**src/sv/jpc_pkg.sv**
```systemverilog
// Shared constants, types and the sine table for the joystick polar converter.
package jpc_pkg;

    localparam int IN_W       = 12;
    localparam int AXIS_W     = 11;
    localparam int MAG_W      = 11;
    localparam int DIR_W      = 9;
    localparam int Q_W        = 11;
    localparam int DEN_W      = 13;
    localparam int SQ_W       = 22;
    localparam int ROOT_STEPS = 11;
    localparam int SRCH_LVL   = 7;
    localparam int IDX_W      = 7;
    localparam int ROM_W      = 44;
    localparam int ROM_LAST   = 90;
    localparam int ROM_SHIFT  = 16;
    localparam int PROD_W     = AXIS_W + ROM_W;

    localparam int OUT_SCALE  = 1024;
    localparam int ADC_FULL   = 4096;
    localparam int MAX_DEG    = 89;
    localparam int CENTER_RST = 2048;

    // Cycle counts of the units, register to register
    localparam int LAT_DIV   = Q_W + 2;
    localparam int LAT_SQRT  = ROOT_STEPS + 3;
    localparam int LAT_ANGLE = 2 * SRCH_LVL + 2;
    localparam int LAT_TOTAL = LAT_DIV + LAT_ANGLE;
    localparam int MAG_DLY   = LAT_ANGLE - LAT_SQRT;

    localparam int TDATA_IN_W  = 24;
    localparam int TDATA_OUT_W = 48;

    // Configuration register indexes
    localparam logic REG_X_CENTER = 1'b0;
    localparam logic REG_Y_CENTER = 1'b1;

    // Quadrant base angles in degrees
    localparam logic [DIR_W-1:0] BASE_Q0 = 9'd0;
    localparam logic [DIR_W-1:0] BASE_Q1 = 9'd90;
    localparam logic [DIR_W-1:0] BASE_Q2 = 9'd180;
    localparam logic [DIR_W-1:0] BASE_Q3 = 9'd270;

    // sin and cos of one degree, scaled by 10^18
    localparam logic [127:0] E_SCALE  = 128'd1000000000000000000;
    localparam logic [127:0] SIN1_E18 = 128'd17452406437283512;
    localparam logic [127:0] COS1_E18 = 128'd999847695156391239;

    typedef logic [ROM_W-1:0] rom_t [0:ROM_LAST];

    // Build sin(k deg) for k = 0..90 by the angle-sum recurrence
    function automatic rom_t build_rom();
        rom_t rom;
        logic [127:0] s_prev;
        logic [127:0] s_cur;
        logic [127:0] s_new;
        s_prev = '0;
        s_cur  = SIN1_E18;
        rom[0] = '0;
        rom[1] = ROM_W'(s_cur >> ROM_SHIFT);
        for (int k = 2; k <= ROM_LAST; k++) begin
            s_new  = ((128'd2 * COS1_E18 * s_cur) / E_SCALE) - s_prev;
            s_prev = s_cur;
            s_cur  = s_new;
            rom[k] = ROM_W'(s_cur >> ROM_SHIFT);
        end
        return rom;
    endfunction

    localparam rom_t SIN_ROM = build_rom();

endpackage

```
**src/sv/jpc_isqrt.sv**
```systemverilog
// Magnitude: squares, sum, pipelined bit-pair square root, saturation.
module jpc_isqrt import jpc_pkg::*; (
    input  logic                     aclk,
    input  logic                     en,
    input  logic signed [AXIS_W-1:0] x_axis,
    input  logic signed [AXIS_W-1:0] y_axis,
    output logic [MAG_W-1:0]         magnitude
);

    logic [AXIS_W-1:0] ax;
    logic [AXIS_W-1:0] ay;
    logic [SQ_W-1:0]   xsq_reg;
    logic [SQ_W-1:0]   ysq_reg;
    logic [SQ_W-1:0]   v_reg    [0:ROOT_STEPS];
    logic [SQ_W-1:0]   root_reg [0:ROOT_STEPS];
    logic [SQ_W-1:0]   v_next   [1:ROOT_STEPS];
    logic [SQ_W-1:0]   root_next[1:ROOT_STEPS];
    logic [SQ_W:0]     trial    [0:ROOT_STEPS-1];
    logic [SQ_W-1:0]   bitv     [0:ROOT_STEPS-1];
    logic [MAG_W-1:0]  mag_reg;
    logic [MAG_W-1:0]  mag_next;

    always_comb begin
        ax = x_axis[AXIS_W-1] ? AXIS_W'(-x_axis) : AXIS_W'(x_axis);
        ay = y_axis[AXIS_W-1] ? AXIS_W'(-y_axis) : AXIS_W'(y_axis);
    end

    // Each stage settles one root bit
    always_comb begin
        for (int i = 0; i < ROOT_STEPS; i++) begin
            bitv[i]  = SQ_W'(1) << (2 * (ROOT_STEPS - 1 - i));
            trial[i] = {1'b0, root_reg[i]} + {1'b0, bitv[i]};
            if ({1'b0, v_reg[i]} >= trial[i]) begin
                v_next[i+1]    = SQ_W'({1'b0, v_reg[i]} - trial[i]);
                root_next[i+1] = (root_reg[i] >> 1) + bitv[i];
            end else begin
                v_next[i+1]    = v_reg[i];
                root_next[i+1] = root_reg[i] >> 1;
            end
        end
        mag_next = (root_reg[ROOT_STEPS] > SQ_W'(OUT_SCALE)) ? MAG_W'(OUT_SCALE)
                                                            : MAG_W'(root_reg[ROOT_STEPS]);
    end

    // Advance the stages together
    always_ff @(posedge aclk) begin
        if (en) begin
            xsq_reg     <= ax * ax;
            ysq_reg     <= ay * ay;
            v_reg[0]    <= xsq_reg + ysq_reg;
            root_reg[0] <= '0;
            for (int i = 1; i <= ROOT_STEPS; i++) begin
                v_reg[i]    <= v_next[i];
                root_reg[i] <= root_next[i];
            end
            mag_reg <= mag_next;
        end
    end

    assign magnitude = mag_reg;

endmodule

```
**config.mk**
```make
export PLATFORM = sky130hd
export DESIGN_NAME = jpc_isqrt
export DESIGN_NICKNAME = d
export VERILOG_FILES = /design/src/sv/jpc_pkg.sv /design/src/sv/jpc_isqrt.sv
export SDC_FILE = /design/constraint.sdc
export NUM_CORES = 1
export LEC_CHECK = 0
export ABC_CLOCK_PERIOD_IN_PS = 16000
export BUFFER_PORTS_ARGS = -buffer_cell sky130_fd_sc_hd__buf_4
export CORE_ASPECT_RATIO = 0.6
export CORE_MARGIN = 1
export CORE_UTILIZATION = 55
export CTS_BUF_LIST = sky130_fd_sc_hd__clkbuf_2 sky130_fd_sc_hd__clkbuf_4 sky130_fd_sc_hd__clkbuf_8
export CTS_CLUSTER_SIZE = 8
export DETAILED_ROUTE_END_ITERATION = 8
export PLACE_DENSITY = 0.73
export SETUP_SLACK_MARGIN = 0.2
export SYNTH_ARGS = -nofsm -noshare
export SYNTH_HDL_FRONTEND = slang
export SYNTH_SLANG_ARGS = --single-unit
```
**constraint.sdc**
```tcl
create_clock -name aclk -period 16 [get_ports aclk]
set_input_delay 4 -clock aclk [delete_from_list [all_inputs] [get_ports aclk]]
set_output_delay 4 -clock aclk [all_outputs]
set_load 0.005 [all_outputs]
```
==> out/qor.csv <==
metric,value,unit
Worst-Margin Slew,1.17,ns
max reg flops,242,
post-synthesis instance area,23000,µm²
RR Endpoint,v_reg[10][17],
Mean Syn Cell Area,11.7,µm²
depth of the CTS H-tree,2,
switching share of power,0.394,
final net count,2396,
r2r worst-path depth,10,
GRT Residual Overflow,0,
Placeable Area,40800,µm²
worst-skew pair later-pin latency,0.60,ns
Leakage,10.5,nW
Clock Sinks,361,
register bit total from synthesis,361,
Routed Antenna Nets,0,
Fin. Hold Viols,0,
TritonCTS clock tree,yes,
Syn-to-layout area delta,7.99,%
part of the Yosys area used for sequential elements,0.472,
Die ar.,42600,µm²
root buffer cell,clkbuf_8,
combinational share of power,0.528,
multi-input logic area,10900,µm²
critical path type,in -> reg,
drt drc,0,
Total Routing Usage GR,0.216,
Post-CTS Resized,0,
fin crit share,0.653,
Routed wire per std cell,16.9,µm
ant diodes,0,
Internal,2.87,mW
skew final,0.0441,ns
Hold WC Path Type,reg -> reg,
largest net degree at the start of global routing,139,
CP Launch Type,primary input,
hold-critical path depth,0,
Max Cap Viol,0,
Hold Path End,v_reg[1][19],
reg2reg setup slack,12.67,ns
Initial Util,0.563,
CTS Buffer Depth,3,
final instance area,24800,µm²
largest area contributor in the netlist,edfxtp_1,
adder-cell share of the synthesized area,0.218,
Synth Area in Compound Gates,0.0849,
post-detail-place hpwl,34200,µm
"Setup violations, final",0,
first-pass GRT wire length,73200,µm
CTS buffer count,53,
Post-synth EDFFs,361,
PD cells,191,nW/µm²
Die X,266,µm
CP endpoint kind,flip-flop,
clock share of power,0.139,
Vias,14557,
worst path required time,16.31,ns
Post-CTS Setup Bufs,0,
CTS Hold Bufs,0,
mux cell area share after synthesis,0.0100,
Switch Pwr,1.87,mW
share of layout cells above drive strength 1,0.0721,
synth top area cells,"edfxtp_1, fa_1, ha_1",
max-slew violations,0,
IO buf count,34,
fillcell total,3238,
Synth Area in Simple Gates,0.103,
status,completed,
"CTS clk-pin slew, worst paths",0.06,ns
min cycle time layout,10.45,ns
drt total wl,44400,µm
largest family of logic cells by synthesized area,adder cells,
RSZ-0062 raised after global routing,no,
Post-synth top flop,edfxtp_1,
register area,10800,µm²
Worst Path Max Fanout,10,
async set or reset register ratio after synthesis,0,
Critical R2R Launch,root_reg[2][29],
Initial DRC Count,1266,
Placed Instance Area,23900,µm²
origin of the worst min-delay path,v_reg[0][19],
Synth Area in XOR/XNOR,0.0569,
WP data arrival,10.77,ns
total negative slack,0,ns
yosys warns,0,
initial antenna violation count,1,
relative slew slack,0.218,
cell count after synthesis,1963,
area share of the largest cell type after synthesis,0.472,
Vert. Die Dim,160,µm
vias per cell,5.54,
vias in the first global route,14270,
Synth cell types,71,
cell row count,57,
I/O pins,35,
Reg power frac,0.334,
DRT Pass-1 Iters,5,
FMAX,95.7,MHz
GPL Wtd Cong,0.913,
worst vdd ir,0.157,mV
## cells in the final DEF, fill, tap and decap left out, types with 13 or more instances in the layout
cell type  netlist  final
clkbuf_4         0     13
o211ai_1        13     13
ha_1           196    196
nand2_1        108    108
fa_1           127    127
clkbuf_8         0     53
a21oi_1         63     63
a21o_1          29     29
edfxtp_1       361    361
nor4_1          31     31
nand3_1         16     16
o21a_1          32     32
inv_1          300    300
mux2_2          15     15
nor2_1         145    145
o31ai_1         14     14
nor2b_1         29     29
buf_4            0     39
xnor2_1         83     83
nor3_1          39     39
xor2_1          66     66
conb_1           2     15
or3_1           19     19
nand2b_1        22     22
o21ai_0         85     85
## worst max path at each step
| stage | start | end | slack (ns) |
|---|---|---|---|
| 6_report | x_axis[0] | xsq_reg[21] | 5.55 |
| 3_5_place_dp | x_axis[0] | xsq_reg[21] | 4.98 |
| 5_1_grt | x_axis[0] | xsq_reg[21] | 5.12 |
| 4_1_cts | x_axis[0] | xsq_reg[21] | 5.60 |
| 2_1_floorplan | x_axis[0] | xsq_reg[20] | 5.91 |
| 3_3_place_gp | x_axis[0] | xsq_reg[21] | 5.31 |
## layout make-up
cell class                      instances  area share
Clock buffer                           66      0.0334
Clock inverter                          6     0.00172
Inverter                              305      0.0462
Multi-Input combinational cell       1288       0.441
Sequential cell                       361       0.437
Tap cell                              560      0.0283
Timing Repair Buffer                   40      0.0124
## kinds of logic (layout without fill, tap and decap cells)
logic type                 Yosys count  after routing
DFF                                361            361
other                                2             15
buffers and inverters              327            417
xor gates and xnor gates           149            149
muxes                               21             21
AOI/OAI and AO/OA                  303            303
and+or+nand+nor                    477            477
adders and majority gates          323            323
## cell usage after synthesis (4+ instances only)
cell and number:
mux2i_1 5, o211ai_1 13, nand4b_1 4, xor2_1 66
o2111ai_1 5, fa_1 127, nor3b_1 5, and3_1 5
nor3_1 39, inv_1 300, clkbuf_1 18, and2_1 12
o31ai_1 14, o31a_1 6, or3_1 19, edfxtp_1 361
o21a_1 32, o21bai_1 7, mux2_2 15, a21boi_0 6
o21ai_0 85, nor2_1 145, xnor2_1 83, nand2_1 108
ha_1 196, nor4b_1 9, nor2b_1 29, nand4_1 9
nand3_1 16, a21o_1 29, a211oi_1 12, a31oi_1 5
nand2b_1 22, a21oi_1 63, nor4_1 31, or2_2 10
## worst max-delay path, cell delays in order
cell and delay [ns]:
buf_4 0.13, clkinv_1 0.18, ha_1 0.20, nand2_1 0.07
or3_1 0.35, o31a_1 0.26, xnor2_1 0.39, clkinv_1 0.39
nand2_1 0.24, fa_1 0.48, inv_1 0.10, fa_1 0.42
fa_1 0.52, fa_1 0.55, inv_1 0.06, fa_1 0.52
inv_1 0.04, ha_1 0.36, and3_1 0.24, nor2b_1 0.13
a31oi_1 0.25, a31oi_1 0.23, a221o_1 0.35, a21oi_1 0.19
xnor2_1 0.09
## per-layer routing
| layer | track usage | part of all wire | wire [µm] | vias up |
|---|---|---|---|---|
| met5 | 0 | 0.00016 | 7 | - |
| met4 | 0.0431 | 0.015 | 675 | 2 |
| met3 | 0.0407 | 0.071 | 3150 | 59 |
| met2 | 0.313 | 0.42 | 18800 | 493 |
| met1 | 0.337 | 0.49 | 21800 | 7037 |
| li1 | - | - | - | 6966 |
## power by group through the flow
stage | registers [mW] | clock network (mW) | logic, mW
3_5_place_dp | 1.60 | 0 | 2.48
6_report | 1.58 | 0.657 | 2.50
3_3_place_gp | 1.60 | 0 | 2.41
4_1_cts | 1.58 | 0.677 | 2.51
5_1_grt | 1.60 | 0.715 | 2.86
2_1_floorplan | 1.54 | 0 | 1.96
## per-stage QoR
step	worst slack [ns]	power [mW]	hold slack, ns	std cells	utilization
after floorplan	5.91	3.50	0.400	1976	-
after global routing	5.12	5.18	0.425	2626	0.608
after detailed placement	4.98	4.08	0.405	2554	0.586
after CTS	5.60	4.77	0.420	2626	0.607
after global placement	5.31	4.01	0.402	2554	0.586
final	5.55	4.74	0.418	2626	0.608
Note: power is estimated with default switching activity, not from simulation.
