--- config.mk ---
export PLATFORM = sky130hd
export DESIGN_NAME = jpc_div
export DESIGN_NICKNAME = d
export VERILOG_FILES = /design/src/sv/jpc_pkg.sv /design/src/sv/jpc_div.sv
export SDC_FILE = /design/constraint.sdc
export NUM_CORES = 1
export LEC_CHECK = 0
export ABC_AREA = 1
export BUFFER_PORTS_ARGS = -buffer_cell sky130_fd_sc_hd__buf_2
export CORE_UTILIZATION = 25
export CTS_BUF_LIST = sky130_fd_sc_hd__clkbuf_16
export CTS_CLUSTER_SIZE = 40
export DETAILED_ROUTE_END_ITERATION = 16
export GPL_TIMING_DRIVEN = 0
export PLACE_DENSITY_LB_ADDON = 0.12
export SETUP_SLACK_MARGIN = 0.02
export SLEW_MARGIN = 25
export SYNTH_ARGS = -nofsm -noshare
export SYNTH_HDL_FRONTEND = slang
export SYNTH_SLANG_ARGS = --single-unit
export TNS_END_PERCENT = 30
--- constraint.sdc ---
create_clock -name aclk -period 2.33 [get_ports aclk]
set_input_delay 0.233 -clock aclk [delete_from_list [all_inputs] [get_ports aclk]]
set_output_delay 0.233 -clock aclk [all_outputs]
set_load 0.02 [all_outputs]
--- src/sv/jpc_pkg.sv ---
// Shared constants, types and the sine table for the joystick polar converter.
package jpc_pkg;

    localparam int IN_W       = 12;
    localparam int AXIS_W     = 11;
    localparam int MAG_W      = 11;
    localparam int DIR_W      = 9;
    localparam int Q_W        = 11;
    localparam int DEN_W      = 13;
    localparam int SQ_W       = 22;
    localparam int ROOT_STEPS = 11;
    localparam int SRCH_LVL   = 7;
    localparam int IDX_W      = 7;
    localparam int ROM_W      = 44;
    localparam int ROM_LAST   = 90;
    localparam int ROM_SHIFT  = 16;
    localparam int PROD_W     = AXIS_W + ROM_W;

    localparam int OUT_SCALE  = 1024;
    localparam int ADC_FULL   = 4096;
    localparam int MAX_DEG    = 89;
    localparam int CENTER_RST = 2048;

    // Cycle counts of the units, register to register
    localparam int LAT_DIV   = Q_W + 2;
    localparam int LAT_SQRT  = ROOT_STEPS + 3;
    localparam int LAT_ANGLE = 2 * SRCH_LVL + 2;
    localparam int LAT_TOTAL = LAT_DIV + LAT_ANGLE;
    localparam int MAG_DLY   = LAT_ANGLE - LAT_SQRT;

    localparam int TDATA_IN_W  = 24;
    localparam int TDATA_OUT_W = 48;

    // Configuration register indexes
    localparam logic REG_X_CENTER = 1'b0;
    localparam logic REG_Y_CENTER = 1'b1;

    // Quadrant base angles in degrees
    localparam logic [DIR_W-1:0] BASE_Q0 = 9'd0;
    localparam logic [DIR_W-1:0] BASE_Q1 = 9'd90;
    localparam logic [DIR_W-1:0] BASE_Q2 = 9'd180;
    localparam logic [DIR_W-1:0] BASE_Q3 = 9'd270;

    // sin and cos of one degree, scaled by 10^18
    localparam logic [127:0] E_SCALE  = 128'd1000000000000000000;
    localparam logic [127:0] SIN1_E18 = 128'd17452406437283512;
    localparam logic [127:0] COS1_E18 = 128'd999847695156391239;

    typedef logic [ROM_W-1:0] rom_t [0:ROM_LAST];

    // Build sin(k deg) for k = 0..90 by the angle-sum recurrence
    function automatic rom_t build_rom();
        rom_t rom;
        logic [127:0] s_prev;
        logic [127:0] s_cur;
        logic [127:0] s_new;
        s_prev = '0;
        s_cur  = SIN1_E18;
        rom[0] = '0;
        rom[1] = ROM_W'(s_cur >> ROM_SHIFT);
        for (int k = 2; k <= ROM_LAST; k++) begin
            s_new  = ((128'd2 * COS1_E18 * s_cur) / E_SCALE) - s_prev;
            s_prev = s_cur;
            s_cur  = s_new;
            rom[k] = ROM_W'(s_cur >> ROM_SHIFT);
        end
        return rom;
    endfunction

    localparam rom_t SIN_ROM = build_rom();

endpackage

--- src/sv/jpc_div.sv ---
// Axis normalizer: center compare, pipelined restoring divider, sign and clamp.
module jpc_div import jpc_pkg::*; (
    input  logic                     aclk,
    input  logic                     en,
    input  logic [IN_W-1:0]          sample,
    input  logic [IN_W-1:0]          center,
    output logic signed [AXIS_W-1:0] axis
);

    logic [DEN_W-1:0] r_reg   [0:Q_W];
    logic [DEN_W-1:0] den_reg [0:Q_W];
    logic [Q_W-1:0]   q_reg   [0:Q_W];
    logic             neg_reg [0:Q_W];
    logic             zero_reg[0:Q_W];

    logic [DEN_W-1:0] r_next  [0:Q_W];
    logic [Q_W-1:0]   q_next  [0:Q_W];
    logic [DEN_W-1:0] rem     [0:Q_W-1];
    logic             ge      [0:Q_W-1];

    logic             above;
    logic [DEN_W-1:0] delta;
    logic [DEN_W-1:0] den;
    logic [Q_W-1:0]   q_sat;
    logic [AXIS_W-1:0] axis_next;
    logic [AXIS_W-1:0] axis_reg;

    // Distance from center and the span on that side
    always_comb begin
        above = sample > center;
        delta = above ? DEN_W'(sample - center) : DEN_W'(center - sample);
        den   = above ? (DEN_W'(ADC_FULL) - DEN_W'(center)) : DEN_W'(center);
    end

    // One quotient bit per stage, most significant first
    always_comb begin
        r_next[0] = delta;
        q_next[0] = '0;
        for (int i = 0; i < Q_W; i++) begin
            ge[i]       = r_reg[i] >= den_reg[i];
            rem[i]      = ge[i] ? (r_reg[i] - den_reg[i]) : r_reg[i];
            r_next[i+1] = {rem[i][DEN_W-2:0], 1'b0};
            q_next[i+1] = {q_reg[i][Q_W-2:0], ge[i]};
        end
    end

    // Zero at center, clamp positive overshoot, negate below center
    always_comb begin
        q_sat = (q_reg[Q_W] > Q_W'(OUT_SCALE - 1)) ? Q_W'(OUT_SCALE - 1) : q_reg[Q_W];
        if (zero_reg[Q_W]) begin
            axis_next = '0;
        end else if (neg_reg[Q_W]) begin
            axis_next = AXIS_W'(-q_reg[Q_W]);
        end else begin
            axis_next = AXIS_W'(q_sat);
        end
    end

    // Advance the stages together
    always_ff @(posedge aclk) begin
        if (en) begin
            r_reg[0]    <= r_next[0];
            q_reg[0]    <= q_next[0];
            den_reg[0]  <= den;
            neg_reg[0]  <= sample < center;
            zero_reg[0] <= sample == center;
            for (int i = 1; i <= Q_W; i++) begin
                r_reg[i]    <= r_next[i];
                q_reg[i]    <= q_next[i];
                den_reg[i]  <= den_reg[i-1];
                neg_reg[i]  <= neg_reg[i-1];
                zero_reg[i] <= zero_reg[i-1];
            end
            axis_reg <= axis_next;
        end
    end

    assign axis = signed'(axis_reg);

endmodule

==> out/metrics.yaml, run 1 <==
status:
  status: "completed"
grt:
  grtUsageTotal_pct: 12.6
  grt_max_degree: 78
  overflow: 0
  grt_first_pass_wirelength_um: 95100
  grt_use_met1_pct: 15.9
  gr-usage-met2_pct: 22.2
  top_usage_layer: "met2"
  first_global_vias: 17634
  grtUsageMet3_pct: 2.00
  antenna_found_initial: 0
critical_path:
  cpLargestDelayFamily: "simple AND/OR/NAND/NOR gates"
  required_ns: 2.68
  cp_max_fo: 10
  slowest_stage: "edfxtp_1"
  crit_buf_inv: 3
  arrival_ns: 2.54
  cp-start-kind: "flip-flop"
  critPathKind: "reg2reg"
  cpPeakStageDelay_ns: 0.45
  cp-end-kind: "flip-flop"
  path_cells: "inv_1 -> ha_1 -> ha_1 -> inv_1 -> nor2_1 -> nand4_4 -> nand3_4 -> buf_6 -> o21ai_1"
yosys:
  seq_area_frac_synth_pct: 48.2
  yosys.area.top_type_share_pct: 48.2
  synth_cell_types: 37
  synth_area_per_cell_um2: 8.77
  synth_area_leader_cell: "edfxtp_1"
  synth_area_leaders: "edfxtp_1, nand2_1, ha_1, inv_1, nand3_1"
  synth_nets: 2884
  synth_async_sr_flop_share_pct: 0
  syn-instance-count: 2677
  synth_ff_type: "edfxtp_1"
  ys_top_cells_by_count: "nand2_1, inv_1, edfxtp_1, nand3_1, ha_1"
  synth_area_um2: 23500
  yosysWarnings: 0
  synth.most_common_cell: "nand2_1"
  synth_seq_cells: 377
  synth_edf_count: 377
die:
  coreArea_um2: 93200
  die-area_um2: 95100
  io_pins: 37
  die_h_um: 308
  dieWidth_um: 308
  initial_core_util_pct: 25.2
  rows: 112
final_layout:
  area_delta_synth_final_pct: 16.8
  layout-drive-gt1-share_pct: 8.63
  layout.nets: 3017
  final_util_pct: 29.4
  regArea_um2: 11300
  antenna_cells: 0
  multi_input_area_um2: 10100
  final_area_um2: 27400
  nFillCells: 9838
  fin_cells: 4104
  largest_reg_flops: 143
placement:
  port_buffers: 36
  dp_cells: 3972
  place_ws_ns: -0.0615
  place_area_um2: 25400
  place_hpwl_um: 46500
  gp_congestion: 0.846
clock_network:
  cts-root-buf: "clkbuf_16"
  clock_sinks: 377
  cts_buffers: 49
  clockBufferDepth: 3
  path_clk_slew_ns: 0.06
  clk_latency_ns: 0.60
  cts_tree: "yes"
  htreeDepth: 2
timing:
  slew-limit-headroom_pct: 56.7
  timing.fmax_mhz: 457
  fin_ws_ns: 0.141
  worstMarginPinSlew_ns: 0.643
  setup-violations-final: 0
  hold_viol: 0
  slew_viol_final: 0
  clock_skew_ns: 0.0228
  fin_crit_ns: 2.19
  rsz0062_at_grt: "no"
  fin_crit_sh_pct: 94.0
  finalSetupTns_ns: 0
routing:
  routed_wl_um: 59400
  drt_iter0_drc: 864
  drc: 0
  first_pass_iters: 5
  wl_per_cell_um: 14.5
  vias: 17413
  antenna_left: 0
  vias_per_cell: 4.24
pwr:
  p_leak_nw: 13.0
  powerDensity_nw_per_um2: 1080
  max-vdd-ir-drop_mv: 0.543
job:
  max_cap_violations: 0
hold_path:
  min_path_type: "in2reg"
cell type report:
type	count	share of cell area, %
well taps	1254	5.73
multi-input cells	1748	37.0
inverters	532	7.29
clock inverters	42	1.13
clock buffers	49	4.47
repair buffers	82	2.39
plain buffers	20	0.712
flip-flops and latches	377	41.3
metrics by stage:
step | hold slack, ns | power [mW]
floorplan | 0.332 | 18.8
global placement | 0.401 | 22.3
detailed placement | 0.405 | 22.3
CTS | 0.00191 | 29.8
global route | 0.0191 | 32.3
finish | 0.0164 | 29.7
routing by layer:
layer | wire length, um | vias to the layer above
li1 | - | 9035
met1 | 27500 | 8083
met2 | 28800 | 221
met3 | 1700 | 74
met4 | 1340 | 0
met5 | 0 | -
tightest hold or removal path, cell delays in order:
cell	delay [ns]
buf_2	0.14
nand2_1	0.06
nand2_1	0.08
power breakdown:
| part | switching (mW) | total [mW] | leakage (nW) | internal, mW |
|---|---|---|---|---|
| clock network | 3.03 | 7.20 | 0.801 | 4.18 |
| registers | 0.908 | 10.4 | 3.72 | 9.48 |
| logic | 7.66 | 12.1 | 8.46 | 4.47 |
path summary, 6_finish.rpt:
check,endpoint,startpoint,cells after the start,slack [ns]
setup / recovery,r_reg[6][6]$_DFFE_PP_,den_reg[1][14]$_DFFE_PP_,9,0.14
hold / removal,den_reg[0][10]$_DFFE_PP_,center[10],3,0.02
hold reg to reg,q_reg[2][30]$_DFFE_PP_,q_reg[2][18]$_DFFE_PP_,0,0.40
setup reg to reg,r_reg[6][6]$_DFFE_PP_,den_reg[1][14]$_DFFE_PP_,9,0.14
cell families (layout without fill, tap and decap cells):
group / Yosys count / after routing / share of synthesized area, %
flops: 377 / 377 / 48.2
xor+xnor: 61 / 61 / 2.28
simple gates: 1325 / 1325 / 25.3
fa+ha+maj: 181 / 181 / 10.0
buf+inv: 552 / 725 / 9.34
compound gates: 181 / 181 / 4.82
layout by cell type, fill, tap and decap left out, types with 13 or more instances in the layout:
master | synthesis | routed
buf_2 | 1 | 36
o21ai_0 | 49 | 46
o21bai_1 | 20 | 20
edfxtp_1 | 377 | 377
buf_6 | 15 | 15
nand4_1 | 101 | 101
nand3b_1 | 22 | 22
nor2_1 | 155 | 154
xnor2_1 | 13 | 13
inv_1 | 531 | 545
ha_1 | 169 | 161
nand2_1 | 775 | 771
clkbuf_16 | 0 | 49
buf_4 | 1 | 34
o21ai_1 | 19 | 22
xor2_1 | 48 | 48
a21oi_1 | 68 | 68
nand3_1 | 200 | 200
what timing repair did:
| item | CTS | global route |
|---|---|---|
| pin swaps | 4 | 11 |
| hold buffers | 8 | 0 |
| endpoints found under the setup margin | 16 | 84 |
| buffers inserted | 3 | 30 |
| endpoints found under the hold margin | 8 | 0 |
| cloned | 0 | 0 |
| gates resized for setup | 4 | 27 |
(Power assumes the default switching activity.)
==> run 2, diff against run 1 <==
--- a/config.mk
+++ b/config.mk
@@ -7,6 +7,7 @@
 export LEC_CHECK = 0
 export ABC_AREA = 1
 export BUFFER_PORTS_ARGS = -buffer_cell sky130_fd_sc_hd__buf_2
+export CORE_ASPECT_RATIO = 1.4
 export CORE_UTILIZATION = 25
 export CTS_BUF_LIST = sky130_fd_sc_hd__clkbuf_16
 export CTS_CLUSTER_SIZE = 40
==> constraint.sdc (replaced) <==
create_clock -name aclk -period 1.8 [get_ports aclk]
set_input_delay 0.18 -clock aclk [delete_from_list [all_inputs] [get_ports aclk]]
set_output_delay 0.18 -clock aclk [all_outputs]
set_load 0.02 [all_outputs]
==> out/metrics.yaml, run 2 (synthesis results as in run 1) <==
status:
  status: "complete, but fails checks"
  violations: "design-rule violations, negative setup slack"
grt:
  grt_max_degree: 93  # +19%
  grtUsageTotal_pct: 14.4  # +1.8 points
  antenna_found_initial: 0  # unchanged
  first_global_vias: 19368  # +9.8%
  overflow: 0  # unchanged
  grt_first_pass_wirelength_um: 106000  # +12%
routing:
  first_pass_iters: 13  # +8
  routed_wl_um: 68400  # +15%
  drt_iter0_drc: 735  # -15%
  wl_per_cell_um: 16.1  # +12%
  vias_per_cell: 4.36  # +2.8%
  antenna_left: 0  # unchanged
  drc: 2  # +2
  vias: 18492  # +6.2%
pwr:
  power_frac_seq_pct: 29.3  # -5.7 points
  powerDensity_nw_per_um2: 1480  # +36%
  power_frac_clock_pct: 20.6  # -3.6 points
  max-vdd-ir-drop_mv: 0.642  # +18%
  combPwrFrac_pct: 50.1  # +9.3 points
  switching_share_pct: 39.2  # +0.16 points
  p_leak_nw: 14.3  # +10%
  power_switching_mw: 18.6  # +60%
  power.internal_mw: 28.8  # +59%
die:
  initial_core_util_pct: 25.3  # +0.10 points
  coreArea_um2: 92800  # -0.40%
  rows: 132  # +18%
  io_pins: 37  # unchanged
  dieWidth_um: 261  # -15%
  die-area_um2: 95100  # about the same
  die_h_um: 365  # +18%
final_layout:
  multi_input_area_um2: 13100  # +29%
  mostFrequentLayoutCells: "nand2_1, inv_1, edfxtp_1"
  nFillCells: 9556  # -2.9%
  area_delta_synth_final_pct: 36.6
  largest_reg_flops: 143  # unchanged
  final_util_pct: 34.5  # +5.1 points
  layout-drive-gt1-share_pct: 32.5  # +24 points
  layout.nets: 3204  # +6.2%
  regArea_um2: 11300  # unchanged
  final_common_cell: "nand2_1"
  antenna_cells: 0  # unchanged
timing:
  hold_viol: 0  # unchanged
  finalSetupTns_ns: -13.18  # -13.18 ns
  slew-limit-headroom_pct: 56.2  # -0.47 points
  clock_skew_ns: 0.0280  # +0.00516 ns
  timing.fmax_mhz: 499  # +9.2%
  fin_crit_sh_pct: 111  # +17 points
  slew_viol_final: 0  # unchanged
  rsz0062_at_grt: "yes"
  hold_ws_ns: 0.0622  # +0.0457 ns
  fin_ws_ns: -0.205  # -0.345 ns
  fin_crit_ns: 2.00  # -0.185 ns
  setup-violations-final: 128  # +128
  worstMarginPinSlew_ns: 0.650  # +0.00701 ns
critical_path:
  cp-start-kind: "flip-flop"
  critPathKind: "reg2reg"
  cp_max_fo: 5  # -5
  arrival_ns: 2.35  # -0.19 ns
  required_ns: 2.14  # -0.54 ns
  cp-end-kind: "flip-flop"
clock_network:
  clk_latency_ns: 0.60  # about the same
  cts_tree: "yes"
  htreeDepth: 2  # unchanged
  clock_sinks: 377  # unchanged
  cts_buffers: 45  # -8.2%
  path_clk_slew_ns: 0.06  # about the same
  cts-root-buf: "clkbuf_16"
  clockBufferDepth: 3  # unchanged
placement:
  port_buffers: 36  # unchanged
  place_ws_ns: -0.691  # -0.630 ns
  place_hpwl_um: 50700  # +9.1%
  gp_congestion: 0.842  # -0.41%
hold_path:
  min_path_type: "in2reg"
job:
  max_cap_violations: 0  # unchanged
[run 2: final timing paths]
check	startpoint	endpoint	slack, ns	depth (start not counted)
min	center[11]	den_reg[0][11]$_DFFE_PP_	0.06	4
min reg2reg	q_reg[2][26]$_DFFE_PP_	q_reg[2][38]$_DFFE_PP_	0.41	0
max	r_reg[2][6]$_DFFE_PP_	r_reg[3][12]$_DFFE_PP_	-0.20	11
max reg2reg	r_reg[2][6]$_DFFE_PP_	r_reg[3][12]$_DFFE_PP_	-0.20	11
[run 2: repair_timing]
item,CTS,global route
cloned,6,1
endpoints found under the setup margin,131,206
resized for setup,394,260
hold buffers,10,2
pin swaps,92,114
buffers inserted,147,69
endpoints found under the hold margin,55,2
[run 2: layout make-up]
class	count	area share (%)
Timing Repair Buffer	272	7.35
Clock buffer	45	3.51
Sequential cell	377	35.3
Inverter	532	6.23
Tap cell	1206	4.71
Buffer	20	0.757
Multi-Input combinational cell	1749	40.7
Clock inverter	38	1.39
[run 2: power groups by stage]
stage	Clock (mW)	Combinational (mW)	Sequential (mW)
floorplan	0	12.0	13.2
global placement	0	16.3	14.0
detailed placement	0	16.3	13.9
CTS	10.2	21.2	13.9
global route	10.4	26.2	14.1
finish	9.75	23.7	13.9
[run 2: per-stage QoR]
| step | total power [mW] | cell area [um^2] | std cells |
|---|---|---|---|
| 6_report | 47.4 | 32100 | 4239 |
| 5_1_grt | 50.7 | 32100 | 4239 |
| 4_1_cts | 45.2 | 30600 | 4169 |
| 3_5_place_dp | 30.2 | 25900 | 3923 |
| 3_3_place_gp | 30.3 | 25800 | 3919 |
| 2_1_floorplan | 25.3 | 24100 | 2677 |
[run 2: critical path, stage by stage (launching register included)]
cell and delay [ns]:
edfxtp_1 0.49, ha_4 0.31, nand2_2 0.07, nand2_2 0.06
nand2_2 0.07, nand2_2 0.07, a21oi_4 0.19, nand3_4 0.10
buf_8 0.15, buf_6 0.12, nand3_4 0.05, nand2_2 0.08
[run 2: routing by layer]
metal / up-vias / track usage [%] / share of wire, %
met2: 197 / 29.2 / 57
met4: 0 / 5.84 / 3.6
li1: 9384 / - / -
met3: 108 / 1.76 / 2.0
met5: - / 0 / 0
met1: 8803 / 14.5 / 37
